--- src/rtl/core/baro_pkg.sv ---
// ----------------------------------------------------------------------------
// baro_pkg
// Shared types and constants of the barometer averaging and compensation block.
// ----------------------------------------------------------------------------
`default_nettype none

package baro_pkg;

   localparam int SAMPLE_W   = 24;
   localparam int COEFF_W    = 16;
   localparam int CSR_IDX_W  = 3;
   localparam int PRESS_W    = 23;
   localparam int TEMP_W     = 19;

   // calibration register indexes
   localparam logic [CSR_IDX_W-1:0] CSR_SENS        = 3'd0;
   localparam logic [CSR_IDX_W-1:0] CSR_OFFSET      = 3'd1;
   localparam logic [CSR_IDX_W-1:0] CSR_SENS_TEMP   = 3'd2;
   localparam logic [CSR_IDX_W-1:0] CSR_OFFSET_TEMP = 3'd3;
   localparam logic [CSR_IDX_W-1:0] CSR_REF_TEMP    = 3'd4;
   localparam logic [CSR_IDX_W-1:0] CSR_TEMP_SLOPE  = 3'd5;

   // 20.00 degC base of the temperature formula
   localparam logic signed [19:0] TEMP_BASE = 20'sd2000;

   typedef enum logic [3:0] {
      ST_IDLE,
      ST_UPDATE,
      ST_DIV_GO,
      ST_DIV_WAIT,
      ST_DT,
      ST_MUL_T,
      ST_MUL_O,
      ST_MUL_S,
      ST_SENS,
      ST_MUL_L,
      ST_MUL_H,
      ST_FULL,
      ST_OUT
   } state_type;

   typedef enum logic [2:0] {
      MUL_DT_C6,
      MUL_DT_C4,
      MUL_DT_C3,
      MUL_D1_LO,
      MUL_D1_HI
   } mul_sel_type;

   typedef struct packed {
      logic        ring_wr;
      logic        div_start;
      logic        ld_dt;
      logic        ld_temp;
      logic        ld_off;
      logic        ld_sens;
      logic        ld_lo;
      logic        ld_full;
      logic        ld_rsp;
      mul_sel_type mul_sel;
   } ctrl_type;

endpackage

`default_nettype wire

--- src/rtl/core/baro_average_and_compensate_top.sv ---
// ----------------------------------------------------------------------------
// baro_average_and_compensate_top
// Averages raw pressure and temperature conversions over rings of recent
// samples and applies first-order barometer compensation.
// ----------------------------------------------------------------------------
//  channel | dir | signals                                   | handshake
//  req     | in  | req_cmd, req_sample                       | req_valid/req_ready
//  rsp     | out | rsp_pressure, rsp_temperature, rsp_avg_*  | rsp_valid/rsp_ready
//  csr     | in  | csr_index, csr_data                       | csr_valid/csr_ready
//
//  A temperature item is a ring read, then a write and running-sum update.
//  A pressure item adds to these the reciprocal mean multipliers, dT and the
//  shared 25x18 multiplier that runs the compensation in five passes, and the
//  output load. One item is in work at a time.
//  Ring valid bits clear at reset; entries never written read as zero.
//  A finished result waits in the output register while the next item is taken;
//  each cycle a previous result stays stalled holds the next one in ST_OUT.
// ----------------------------------------------------------------------------
`default_nettype none

module baro_average_and_compensate_top #(
   parameter int PRESSURE_SAMPLES    = 8,
   parameter int TEMPERATURE_SAMPLES = 8
) (
   input  wire logic        clock,
   input  wire logic        reset,

   input  wire logic        req_valid,
   output      logic        req_ready,
   input  wire logic        req_cmd,
   input  wire logic [23:0] req_sample,

   output      logic               rsp_valid,
   input  wire logic               rsp_ready,
   output      logic signed [22:0] rsp_pressure,
   output      logic signed [18:0] rsp_temperature,
   output      logic [23:0]        rsp_avg_pressure_raw,
   output      logic [23:0]        rsp_avg_temperature_raw,

   input  wire logic        csr_valid,
   output      logic        csr_ready,
   input  wire logic [2:0]  csr_index,
   input  wire logic [15:0] csr_data
);

   localparam int SW       = baro_pkg::SAMPLE_W;
   localparam int P_SLOT_W = (PRESSURE_SAMPLES > 1) ? $clog2(PRESSURE_SAMPLES) : 1;
   localparam int T_SLOT_W = (TEMPERATURE_SAMPLES > 1) ? $clog2(TEMPERATURE_SAMPLES) : 1;
   localparam int P_SUM_W  = SW + $clog2(PRESSURE_SAMPLES);
   localparam int T_SUM_W  = SW + $clog2(TEMPERATURE_SAMPLES);
   localparam logic [P_SLOT_W-1:0] P_LAST = P_SLOT_W'(PRESSURE_SAMPLES - 1);
   localparam logic [T_SLOT_W-1:0] T_LAST = T_SLOT_W'(TEMPERATURE_SAMPLES - 1);

   // ---------------- calibration registers ----------------
   logic [15:0] c1_ff, c2_ff, c3_ff, c4_ff, c5_ff, c6_ff;

   assign csr_ready = 1'b1;

   always_ff @(posedge clock) begin
      if (reset) begin
         c1_ff <= '0;
         c2_ff <= '0;
         c3_ff <= '0;
         c4_ff <= '0;
         c5_ff <= '0;
         c6_ff <= '0;
      end else if (csr_valid) begin
         unique case (csr_index)
            baro_pkg::CSR_SENS:        c1_ff <= csr_data;
            baro_pkg::CSR_OFFSET:      c2_ff <= csr_data;
            baro_pkg::CSR_SENS_TEMP:   c3_ff <= csr_data;
            baro_pkg::CSR_OFFSET_TEMP: c4_ff <= csr_data;
            baro_pkg::CSR_REF_TEMP:    c5_ff <= csr_data;
            baro_pkg::CSR_TEMP_SLOPE:  c6_ff <= csr_data;
            default: ;
         endcase
      end
   end

   // ---------------- sequencer ----------------
   baro_pkg::state_type state_ff, state_in;
   baro_pkg::ctrl_type  ctrl;
   logic                req_accept;
   logic                out_free;
   logic                p_busy, t_busy;
   logic                cmd_ff;
   logic                rsp_valid_ff, rsp_valid_in;

   assign req_accept = req_valid && req_ready;
   assign out_free   = !rsp_valid_ff || rsp_ready;

   always_comb begin
      state_in = state_ff;
      unique case (state_ff)
         baro_pkg::ST_IDLE:     if (req_valid) state_in = baro_pkg::ST_UPDATE;
         baro_pkg::ST_UPDATE:   state_in = cmd_ff ? baro_pkg::ST_IDLE : baro_pkg::ST_DIV_GO;
         baro_pkg::ST_DIV_GO:   state_in = baro_pkg::ST_DIV_WAIT;
         baro_pkg::ST_DIV_WAIT: if (!p_busy && !t_busy) state_in = baro_pkg::ST_DT;
         baro_pkg::ST_DT:       state_in = baro_pkg::ST_MUL_T;
         baro_pkg::ST_MUL_T:    state_in = baro_pkg::ST_MUL_O;
         baro_pkg::ST_MUL_O:    state_in = baro_pkg::ST_MUL_S;
         baro_pkg::ST_MUL_S:    state_in = baro_pkg::ST_SENS;
         baro_pkg::ST_SENS:     state_in = baro_pkg::ST_MUL_L;
         baro_pkg::ST_MUL_L:    state_in = baro_pkg::ST_MUL_H;
         baro_pkg::ST_MUL_H:    state_in = baro_pkg::ST_FULL;
         baro_pkg::ST_FULL:     state_in = baro_pkg::ST_OUT;
         baro_pkg::ST_OUT:      if (out_free) state_in = baro_pkg::ST_IDLE;
         default:               state_in = baro_pkg::ST_IDLE;
      endcase
   end

   // the product register holds what the previous state selected
   always_comb begin
      ctrl         = '0;
      ctrl.mul_sel = baro_pkg::MUL_DT_C6;
      unique case (state_ff)
         baro_pkg::ST_UPDATE:   ctrl.ring_wr = 1'b1;
         baro_pkg::ST_DIV_GO:   ctrl.div_start = 1'b1;
         baro_pkg::ST_DT:       ctrl.ld_dt = 1'b1;
         baro_pkg::ST_MUL_T:    ctrl.mul_sel = baro_pkg::MUL_DT_C6;
         baro_pkg::ST_MUL_O: begin
            ctrl.mul_sel = baro_pkg::MUL_DT_C4;
            ctrl.ld_temp = 1'b1;
         end
         baro_pkg::ST_MUL_S: begin
            ctrl.mul_sel = baro_pkg::MUL_DT_C3;
            ctrl.ld_off  = 1'b1;
         end
         baro_pkg::ST_SENS:     ctrl.ld_sens = 1'b1;
         baro_pkg::ST_MUL_L:    ctrl.mul_sel = baro_pkg::MUL_D1_LO;
         baro_pkg::ST_MUL_H: begin
            ctrl.mul_sel = baro_pkg::MUL_D1_HI;
            ctrl.ld_lo   = 1'b1;
         end
         baro_pkg::ST_FULL:     ctrl.ld_full = 1'b1;
         baro_pkg::ST_OUT:      ctrl.ld_rsp = out_free;
         default: ;
      endcase
   end

   assign req_ready = (state_ff == baro_pkg::ST_IDLE);

   // ---------------- rings and running sums ----------------
   logic [SW-1:0]         sample_ff;
   logic [P_SLOT_W-1:0]   p_slot_ff, p_slot_in;
   logic [T_SLOT_W-1:0]   t_slot_ff, t_slot_in;
   logic [PRESSURE_SAMPLES-1:0]    p_valid_ff, p_valid_in;
   logic [TEMPERATURE_SAMPLES-1:0] t_valid_ff, t_valid_in;
   logic [P_SUM_W-1:0]    p_sum_ff, p_sum_in;
   logic [T_SUM_W-1:0]    t_sum_ff, t_sum_in;
   logic [SW-1:0]         p_rd_data, t_rd_data, p_old, t_old;
   logic                  p_wr, t_wr;

   assign p_wr = ctrl.ring_wr && !cmd_ff;
   assign t_wr = ctrl.ring_wr && cmd_ff;

   baro_ram #(.WIDTH(SW), .DEPTH(PRESSURE_SAMPLES)) u_p_ring (
      .clock   (clock),
      .wr_en   (p_wr),
      .wr_addr (p_slot_ff),
      .wr_data (sample_ff),
      .rd_en   (req_accept && !req_cmd),
      .rd_addr (p_slot_ff),
      .rd_data (p_rd_data)
   );

   baro_ram #(.WIDTH(SW), .DEPTH(TEMPERATURE_SAMPLES)) u_t_ring (
      .clock   (clock),
      .wr_en   (t_wr),
      .wr_addr (t_slot_ff),
      .wr_data (sample_ff),
      .rd_en   (req_accept && req_cmd),
      .rd_addr (t_slot_ff),
      .rd_data (t_rd_data)
   );

   always_comb begin
      p_old      = p_valid_ff[p_slot_ff] ? p_rd_data : '0;
      t_old      = t_valid_ff[t_slot_ff] ? t_rd_data : '0;
      p_sum_in   = p_sum_ff;
      t_sum_in   = t_sum_ff;
      p_slot_in  = p_slot_ff;
      t_slot_in  = t_slot_ff;
      p_valid_in = p_valid_ff;
      t_valid_in = t_valid_ff;
      // replace the oldest entry: sum loses it and gains the new sample
      if (p_wr) begin
         p_sum_in              = p_sum_ff - P_SUM_W'(p_old) + P_SUM_W'(sample_ff);
         p_valid_in[p_slot_ff] = 1'b1;
         p_slot_in             = (p_slot_ff == P_LAST) ? '0 : p_slot_ff + 1'b1;
      end
      if (t_wr) begin
         t_sum_in              = t_sum_ff - T_SUM_W'(t_old) + T_SUM_W'(sample_ff);
         t_valid_in[t_slot_ff] = 1'b1;
         t_slot_in             = (t_slot_ff == T_LAST) ? '0 : t_slot_ff + 1'b1;
      end
   end

   // ---------------- means ----------------
   logic [SW-1:0] d1, d2;

   baro_div #(.DIVISOR(PRESSURE_SAMPLES), .DVD_W(P_SUM_W), .QUO_W(SW)) u_p_div (
      .clock    (clock),
      .reset    (reset),
      .start    (ctrl.div_start),
      .dividend (p_sum_ff),
      .busy     (p_busy),
      .quotient (d1)
   );

   baro_div #(.DIVISOR(TEMPERATURE_SAMPLES), .DVD_W(T_SUM_W), .QUO_W(SW)) u_t_div (
      .clock    (clock),
      .reset    (reset),
      .start    (ctrl.div_start),
      .dividend (t_sum_ff),
      .busy     (t_busy),
      .quotient (d2)
   );

   // ---------------- compensation datapath ----------------
   logic signed [24:0] dt_ff, dt_in;
   logic signed [24:0] mul_a;
   logic signed [17:0] mul_b;
   logic signed [42:0] prod_ff, prod_in;
   logic signed [18:0] temp_ff, temp_in;
   logic signed [36:0] off_ff, off_in;
   logic signed [33:0] sens_ff, sens_in;
   logic [40:0]        lo_ff, lo_in;
   logic [57:0]        full_ff, full_in;
   logic signed [19:0] temp_sum;
   logic signed [35:0] sens_sum;
   logic signed [36:0] p_diff;

   always_comb begin
      case (ctrl.mul_sel)
         baro_pkg::MUL_DT_C4: begin
            mul_a = dt_ff;
            mul_b = {2'b00, c4_ff};
         end
         baro_pkg::MUL_DT_C3: begin
            mul_a = dt_ff;
            mul_b = {2'b00, c3_ff};
         end
         baro_pkg::MUL_D1_LO: begin
            mul_a = {1'b0, d1};
            mul_b = {1'b0, sens_ff[16:0]};
         end
         baro_pkg::MUL_D1_HI: begin
            mul_a = {1'b0, d1};
            mul_b = {sens_ff[33], sens_ff[33:17]};
         end
         default: begin
            mul_a = dt_ff;
            mul_b = {2'b00, c6_ff};
         end
      endcase
      prod_in = mul_a * mul_b;

      dt_in    = ctrl.ld_dt ? ($signed({1'b0, d2}) - $signed({1'b0, c5_ff, 8'd0})) : dt_ff;

      temp_sum = $signed(prod_ff[42:23]) + baro_pkg::TEMP_BASE;
      temp_in  = ctrl.ld_temp ? temp_sum[18:0] : temp_ff;

      off_in   = ctrl.ld_off ?
                 ($signed({5'd0, c2_ff, 16'd0}) + $signed({prod_ff[42], prod_ff[42:7]})) :
                 off_ff;

      sens_sum = $signed({5'd0, c1_ff, 15'd0}) + $signed({prod_ff[42], prod_ff[42:8]});
      sens_in  = ctrl.ld_sens ? sens_sum[33:0] : sens_ff;

      lo_in    = ctrl.ld_lo ? prod_ff[40:0] : lo_ff;
      // high partial product weighs 2^17
      full_in  = ctrl.ld_full ? ({prod_ff[40:0], 17'd0} + {17'd0, lo_ff}) : full_ff;

      p_diff   = $signed(full_ff[57:21]) - off_ff;
   end

   // ---------------- result register ----------------
   always_comb begin
      rsp_valid_in = ctrl.ld_rsp || (rsp_valid_ff && !rsp_ready);
   end

   always_ff @(posedge clock) begin
      if (reset) begin
         state_ff     <= baro_pkg::ST_IDLE;
         rsp_valid_ff <= 1'b0;
         p_slot_ff    <= '0;
         t_slot_ff    <= '0;
         p_valid_ff   <= '0;
         t_valid_ff   <= '0;
         p_sum_ff     <= '0;
         t_sum_ff     <= '0;
      end else begin
         state_ff     <= state_in;
         rsp_valid_ff <= rsp_valid_in;
         p_slot_ff    <= p_slot_in;
         t_slot_ff    <= t_slot_in;
         p_valid_ff   <= p_valid_in;
         t_valid_ff   <= t_valid_in;
         p_sum_ff     <= p_sum_in;
         t_sum_ff     <= t_sum_in;
      end
   end

   always_ff @(posedge clock) begin
      if (req_accept) begin
         cmd_ff    <= req_cmd;
         sample_ff <= req_sample;
      end
      prod_ff <= prod_in;
      dt_ff   <= dt_in;
      temp_ff <= temp_in;
      off_ff  <= off_in;
      sens_ff <= sens_in;
      lo_ff   <= lo_in;
      full_ff <= full_in;
      if (ctrl.ld_rsp) begin
         rsp_pressure            <= {p_diff[36], p_diff[36:15]};
         rsp_temperature         <= temp_ff;
         rsp_avg_pressure_raw    <= d1;
         rsp_avg_temperature_raw <= d2;
      end
   end

   assign rsp_valid = rsp_valid_ff;

endmodule

`default_nettype wire

--- src/rtl/core/baro_ram.sv ---
// ----------------------------------------------------------------------------
// baro_ram
// Generic single-write, single-read RAM with registered read data.
// ----------------------------------------------------------------------------
`default_nettype none

module baro_ram #(
   parameter int WIDTH = 24,
   parameter int DEPTH = 8
) (
   input  wire logic                                     clock,
   input  wire logic                                     wr_en,
   input  wire logic [((DEPTH > 1) ? $clog2(DEPTH) : 1)-1:0] wr_addr,
   input  wire logic [WIDTH-1:0]                         wr_data,
   input  wire logic                                     rd_en,
   input  wire logic [((DEPTH > 1) ? $clog2(DEPTH) : 1)-1:0] rd_addr,
   output      logic [WIDTH-1:0]                         rd_data
);

   logic [WIDTH-1:0] mem_ff [DEPTH];

   always_ff @(posedge clock) begin
      if (wr_en) begin
         mem_ff[wr_addr] <= wr_data;
      end
      if (rd_en) begin
         rd_data <= mem_ff[rd_addr];
      end
   end

endmodule

`default_nettype wire

--- src/rtl/core/baro_div.sv ---
// ----------------------------------------------------------------------------
// baro_div
// Division by a fixed divisor through multiplication by a rounded-up
// reciprocal; the dividend is registered at start, then the product.
// ----------------------------------------------------------------------------
`default_nettype none

module baro_div #(
   parameter int DIVISOR = 8,
   parameter int DVD_W   = 27,
   parameter int QUO_W   = 24
) (
   input  wire logic             clock,
   input  wire logic             reset,
   input  wire logic             start,
   input  wire logic [DVD_W-1:0] dividend,
   output      logic             busy,
   output      logic [QUO_W-1:0] quotient
);

   localparam int SHIFT   = DVD_W + $clog2(DIVISOR);
   localparam int RECIP_W = DVD_W + 1;
   localparam int PROD_W  = DVD_W + RECIP_W;
   // ceil(2^SHIFT / DIVISOR) gives the exact floor quotient for any DVD_W-bit dividend
   localparam logic [RECIP_W-1:0] RECIP =
      RECIP_W'(((64'd1 << SHIFT) + 64'(DIVISOR) - 64'd1) / 64'(DIVISOR));

   logic [DVD_W-1:0]  dvd_ff;
   logic [PROD_W-1:0] prod_ff;
   logic              busy_ff;

   always_ff @(posedge clock) begin
      if (reset) begin
         busy_ff <= 1'b0;
      end else begin
         busy_ff <= start;
      end
      if (start) begin
         dvd_ff <= dividend;
      end
      if (busy_ff) begin
         prod_ff <= dvd_ff * RECIP;
      end
   end

   assign busy     = busy_ff;
   assign quotient = prod_ff[SHIFT +: QUO_W];

endmodule

`default_nettype wire

--- config.mk ---
export PLATFORM = sky130hd
export DESIGN_NAME = baro_average_and_compensate_top
export DESIGN_NICKNAME = d
export VERILOG_FILES = /design/src/rtl/core/baro_pkg.sv /design/src/rtl/core/baro_average_and_compensate_top.sv /design/src/rtl/core/baro_ram.sv /design/src/rtl/core/baro_div.sv
export SDC_FILE = /design/constraint.sdc
export NUM_CORES = 2
export LEC_CHECK = 0
export BUFFER_PORTS_ARGS = -buffer_cell sky130_fd_sc_hd__buf_2
export CORE_ASPECT_RATIO = 0.75
export CORE_MARGIN = 5
export CORE_UTILIZATION = 65
export CTS_BUF_LIST = sky130_fd_sc_hd__clkbuf_16
export DETAILED_ROUTE_END_ITERATION = 8
export PLACE_DENSITY = 0.85
export SLEW_MARGIN = 30
export SYNTH_ARGS = -nofsm -noshare
export SYNTH_HDL_FRONTEND = slang
export SYNTH_HIERARCHICAL = 1
export SYNTH_SLANG_ARGS = --single-unit
--- constraint.sdc ---
create_clock -name clock -period 22.9 [get_ports clock]
set_input_delay 0 -clock clock [delete_from_list [all_inputs] [get_ports clock]]
set_output_delay 0 -clock clock [all_outputs]
set_load 0.005 [all_outputs]
==> impl_table.tex <==
\begin{tabular}{lr}
\hline
Metric & Value \\
\hline
\multicolumn{2}{l}{\textbf{Outcome}} \\
\quad Outcome & finished clean \\
\multicolumn{2}{l}{\textbf{Setup path}} \\
\quad CP arrival & 10.55 ns \\
\quad Reg2reg end & prod\_ff[36]\$\_DFF\_P\_ \\
\quad Endpoint kind of the worst setup timing path & register \\
\quad Reg-to-reg slack, setup & 12.96 ns \\
\quad Data required time at the worst endpoint & 23.51 ns \\
\quad Depth of the worst register-to-register path & 31 \\
\quad Origin of the critical flop-to-flop path & state\_ff[2]\$\_SDFFE\_PP0P\_ \\
\quad Slowest stage delay, CP & 0.85 ns \\
\quad Slowest CP cell & o21a\_1 \\
\quad Crit path top cell by count & fa\_1 \\
\quad CP Max Fanout & 50 \\
\quad Type of the worst setup path & register to register \\
\quad Startpoint types & register \\
\multicolumn{2}{l}{\textbf{Floorplanning}} \\
\quad Floorplan core area & 0.0918 mm\^{}2 \\
\quad Initial standard-cell utilization of the core & 65.8\% \\
\quad Total Die Area & 0.0991 mm\^{}2 \\
\quad Top-Level Pins & 142 \\
\quad FP Rows & 96 \\
\quad Die Wd & 362 um \\
\quad Die H & 274 um \\
\multicolumn{2}{l}{\textbf{STA}} \\
\quad Final setup slack of the worst path & 12.96 ns \\
\quad Pin slew with the least headroom to its limit & 1.07 ns \\
\quad Worst relative slew slack & 28.4\% \\
\quad Maximum clock frequency & 101 MHz \\
\quad Setup repair after global routing missed its margin & no \\
\quad Setup TNS after final layout & 0 ns \\
\quad Final Max Slew Viols & 0 \\
\quad Final period demand of the worst path & 9.94 ns \\
\quad Final number of setup-violating endpoints & 0 \\
\quad Period Utilization, post-route & 43.4\% \\
\quad Final hold violations & 0 \\
\quad Setup skew after layout & 0.0377 ns \\
\multicolumn{2}{l}{\textbf{Yosys}} \\
\quad Most frequent cells after synthesis & edfxtp\_1, inv\_1, nand2\_1 \\
\quad EDFF count, synth & 818 \\
\quad Primary flip-flop cell chosen by synthesis mapping & edfxtp\_1 \\
\quad Largest cells by area after synthesis & edfxtp\_1, fa\_1, dfxtp\_1 \\
\quad Total number of yosys warnings & 6 \\
\quad Synth unique cells & 81 \\
\quad Mean instance size in the synthesized netlist & 12.1 um\^{}2 \\
\quad Yosys top cell by area & edfxtp\_1 \\
\quad Synthesized instance count & 5,003 \\
\quad Post-synthesis async set-or-reset flop share & 0\% \\
\quad Cell Area, Synth & 0.0603 mm\^{}2 \\
\quad Fraction of synthesized cell area taken by the top area cell type & 40.7\% \\
\quad Proportion of synthesized chip area in sequential cells & 48.1\% \\
\quad Number of flip-flops and latches in the synthesized netlist & 1,040 \\
\quad Most instantiated library cell after synthesis & edfxtp\_1 \\
\multicolumn{2}{l}{\textbf{Power}} \\
\quad Fraction of power consumed by sequential logic & 46.5\% \\
\quad Clock Power Share & 32.5\% \\
\quad Relative contribution of combinational cells to total power & 21.0\% \\
\quad P\_int & 3.46 mW \\
\quad Switching part of the total power & 30.4\% \\
\quad Post-route total power & 4.98 mW \\
\quad Worst voltage drop across the vdd grid & 0.0835 mV \\
\quad Standby leakage power & 27.0 nW \\
\quad Power density normalized to cell area & 74.7 mW/mm\^{}2 \\
\quad Power dissipated by switching net loads & 1.51 mW \\
\multicolumn{2}{l}{\textbf{Worst hold path}} \\
\quad Min-Delay Path Depth & 2 \\
\quad Kind of path behind the tightest hold check & input pin to register \\
\quad Critical hold path startpoint & req\_sample[23] \\
\quad Hold Path End & sample\_ff[23]\$\_DFFE\_PP\_ \\
\multicolumn{2}{l}{\textbf{Detailed routing}} \\
\quad Number of remaining DRC errors & 0 \\
\quad Number of antenna-violating nets in the routed design & 0 \\
\quad Average wire per cell in the routed design & 25.8 um \\
\quad Total wirelength of the detailed-routed design & 168,000 um \\
\quad Starting DRC count in detailed routing & 5,886 \\
\quad Vias & 41,144 \\
\quad First-pass iteration count of the detailed router & 8 \\
\quad Vias/cell & 6.31 \\
\multicolumn{2}{l}{\textbf{Placed design}} \\
\quad Cells after DPL & 6,277 \\
\quad Placed wire-length estimate & 114,000 um \\
\quad Global placer's final weighted congestion & 1.01 \\
\quad Pre-CTS worst setup slack & 13.25 ns \\
\quad Input/output buffers & 140 \\
\multicolumn{2}{l}{\textbf{Job}} \\
\quad Number of maximum-capacitance constraint violations & 0 \\
\multicolumn{2}{l}{\textbf{Clocking}} \\
\quad Clock latency on the worst-skew pair & 0.70 ns \\
\quad Setup bufs post-CTS & 0 \\
\quad Worst-case clock buffer depth & 3 \\
\quad Clk sink count & 1,040 \\
\quad Buffer type at the clock tree root & clkbuf\_16 \\
\quad TritonCTS clock tree & yes \\
\quad Number of H-tree levels & 3 \\
\quad Clock slew at the register clock pins of the worst setup and hold paths & 0.07 ns \\
\quad Inserted Clock Buffers & 95 \\
\multicolumn{2}{l}{\textbf{Global routing}} \\
\quad Maximum number of pins on one net before global-route repair & 86 \\
\quad Initial antenna violation count & 2 \\
\quad Global-route wire length before repair & 252,000 um \\
\quad Global router's overall resource usage & 33.9\% \\
\quad Via count of the first global-routing pass & 41,721 \\
\quad Global-route congestion overflow total & 0 \\
\multicolumn{2}{l}{\textbf{Layout}} \\
\quad Ratio of cells with drive above 1 in the final layout & 11.5\% \\
\quad Layout net count & 6,020 \\
\quad Non-filler instance count after layout & 6,525 \\
\quad Final design utilization & 72.6\% \\
\quad Post-synthesis to final-layout area growth & 10.3\% \\
\hline
\end{tabular}
-- kinds of logic after synthesis --
family	after synthesis	share of synthesized area, %
AOI/OAI and AO/OA	623	6.54
adders and majority gates	764	22.0
xor gates and xnor gates	187	2.71
DFF	1040	48.1
and+or+nand+nor	1289	9.29
other	1	0.00621
buffers and inverters	901	5.81
muxes	198	5.61
-- per-stage QoR --
| stage | cell area [um^2] | hold slack (ns) |
|---|---|---|
| 3_5_place_dp | 62700 | 0.178 |
| 5_1_grt | 66600 | 0.00705 |
| 4_1_cts | 66400 | 0.00174 |
| 6_report | 66600 | 0.0200 |
| 2_1_floorplan | 60400 | 0.0643 |
| 3_3_place_gp | 62600 | 0.176 |
-- worst max-delay path, delay by kind of cell (launching register included) --
| family | cells | cell delay [ns] |
|---|---|---|
| adders and majority gates | 7 | 3.66 |
| AOI/OAI and AO/OA | 11 | 2.96 |
| buffers and inverters | 6 | 1.41 |
| and+or+nand+nor | 6 | 1.02 |
| DFF | 1 | 0.62 |
| xor gates and xnor gates | 1 | 0.13 |
-- power by group through the flow --
stage / logic (mW) / clock network, mW / registers [mW]
floorplan: 0.727 / 0 / 2.25
global placement: 0.917 / 0 / 2.34
detailed placement: 0.960 / 0 / 2.34
CTS: 1.00 / 1.62 / 2.30
global route: 1.13 / 1.71 / 2.32
finish: 1.04 / 1.62 / 2.32
-- repair_timing --
action | in CTS | in global routing
hold endpoints to repair | 222 | 0
resized for setup | 0 | 0
hold buffers | 53 | 0
-- worst max path at each step --
| stage | end | cells after the start | slack (ns) | start |
|---|---|---|---|---|
| final | prod_ff[36]$_DFF_P_ | 31 | 12.96 | state_ff[2]$_SDFFE_PP0P_ |
| after global routing | prod_ff[36]$_DFF_P_ | 31 | 12.63 | state_ff[2]$_SDFFE_PP0P_ |
| after CTS | prod_ff[36]$_DFF_P_ | 31 | 13.14 | state_ff[2]$_SDFFE_PP0P_ |
| after detailed placement | prod_ff[36]$_DFF_P_ | 31 | 13.25 | state_ff[2]$_SDFFE_PP0P_ |
| after global placement | prod_ff[36]$_DFF_P_ | 31 | 13.41 | state_ff[2]$_SDFFE_PP0P_ |
| after floorplan | prod_ff[35]$_DFF_P_ | 30 | 14.15 | state_ff[1]$_SDFFE_PP0P_ |
-- routing by layer --
layer / vias up / GRT usage [%] / part of all wire [%] / wire length, um
li1: 17234 / - / - / -
met1: 20128 / 47.6 / 37 / 62600
met2: 3182 / 48.5 / 42 / 71200
met3: 598 / 13.2 / 16 / 26900
met4: 2 / 12.3 / 4.5 / 7510
met5: - / 0.980 / 0.082 / 138
-- flip-flops by register name, indices dropped and copies added (netlist names), 25 cells and up --
register         count
full_ff             37
dt_ff               25
prod_ff             43
p_sum_ff            27
u_t_ring/mem_ff    192
off_ff              37
sens_ff             34
u_p_ring/mem_ff    192
t_sum_ff            27
-- layout by cell type, fill, tap and decap left out, types with 96 or more instances in the layout --
master     Yosys  final
dfxtp_1      222    216
mux4_2        98     98
a21oi_1      276    275
ha_1         272    272
inv_1        738    760
xnor2_1      135    135
clkbuf_16      0     96
fa_1         492    492
nor2_1       405    388
nand2_1      555    555
buf_2         31    139
edfxtp_1     818    818
-- final cells by class --
type / count / area [um^2]
Sequential cell: 1040 / 29000
Multi-Input combinational cell: 3063 / 28100
Fill cell: 5724 / 25200
Inverter: 738 / 2770
Clock buffer: 96 / 2400
Timing Repair Buffer: 269 / 1990
Tap cell: 1225 / 1530
Clock inverter: 84 / 741
Antenna cell: 10 / 25.0
No activity file was read; power rests on OpenSTA's default activity.
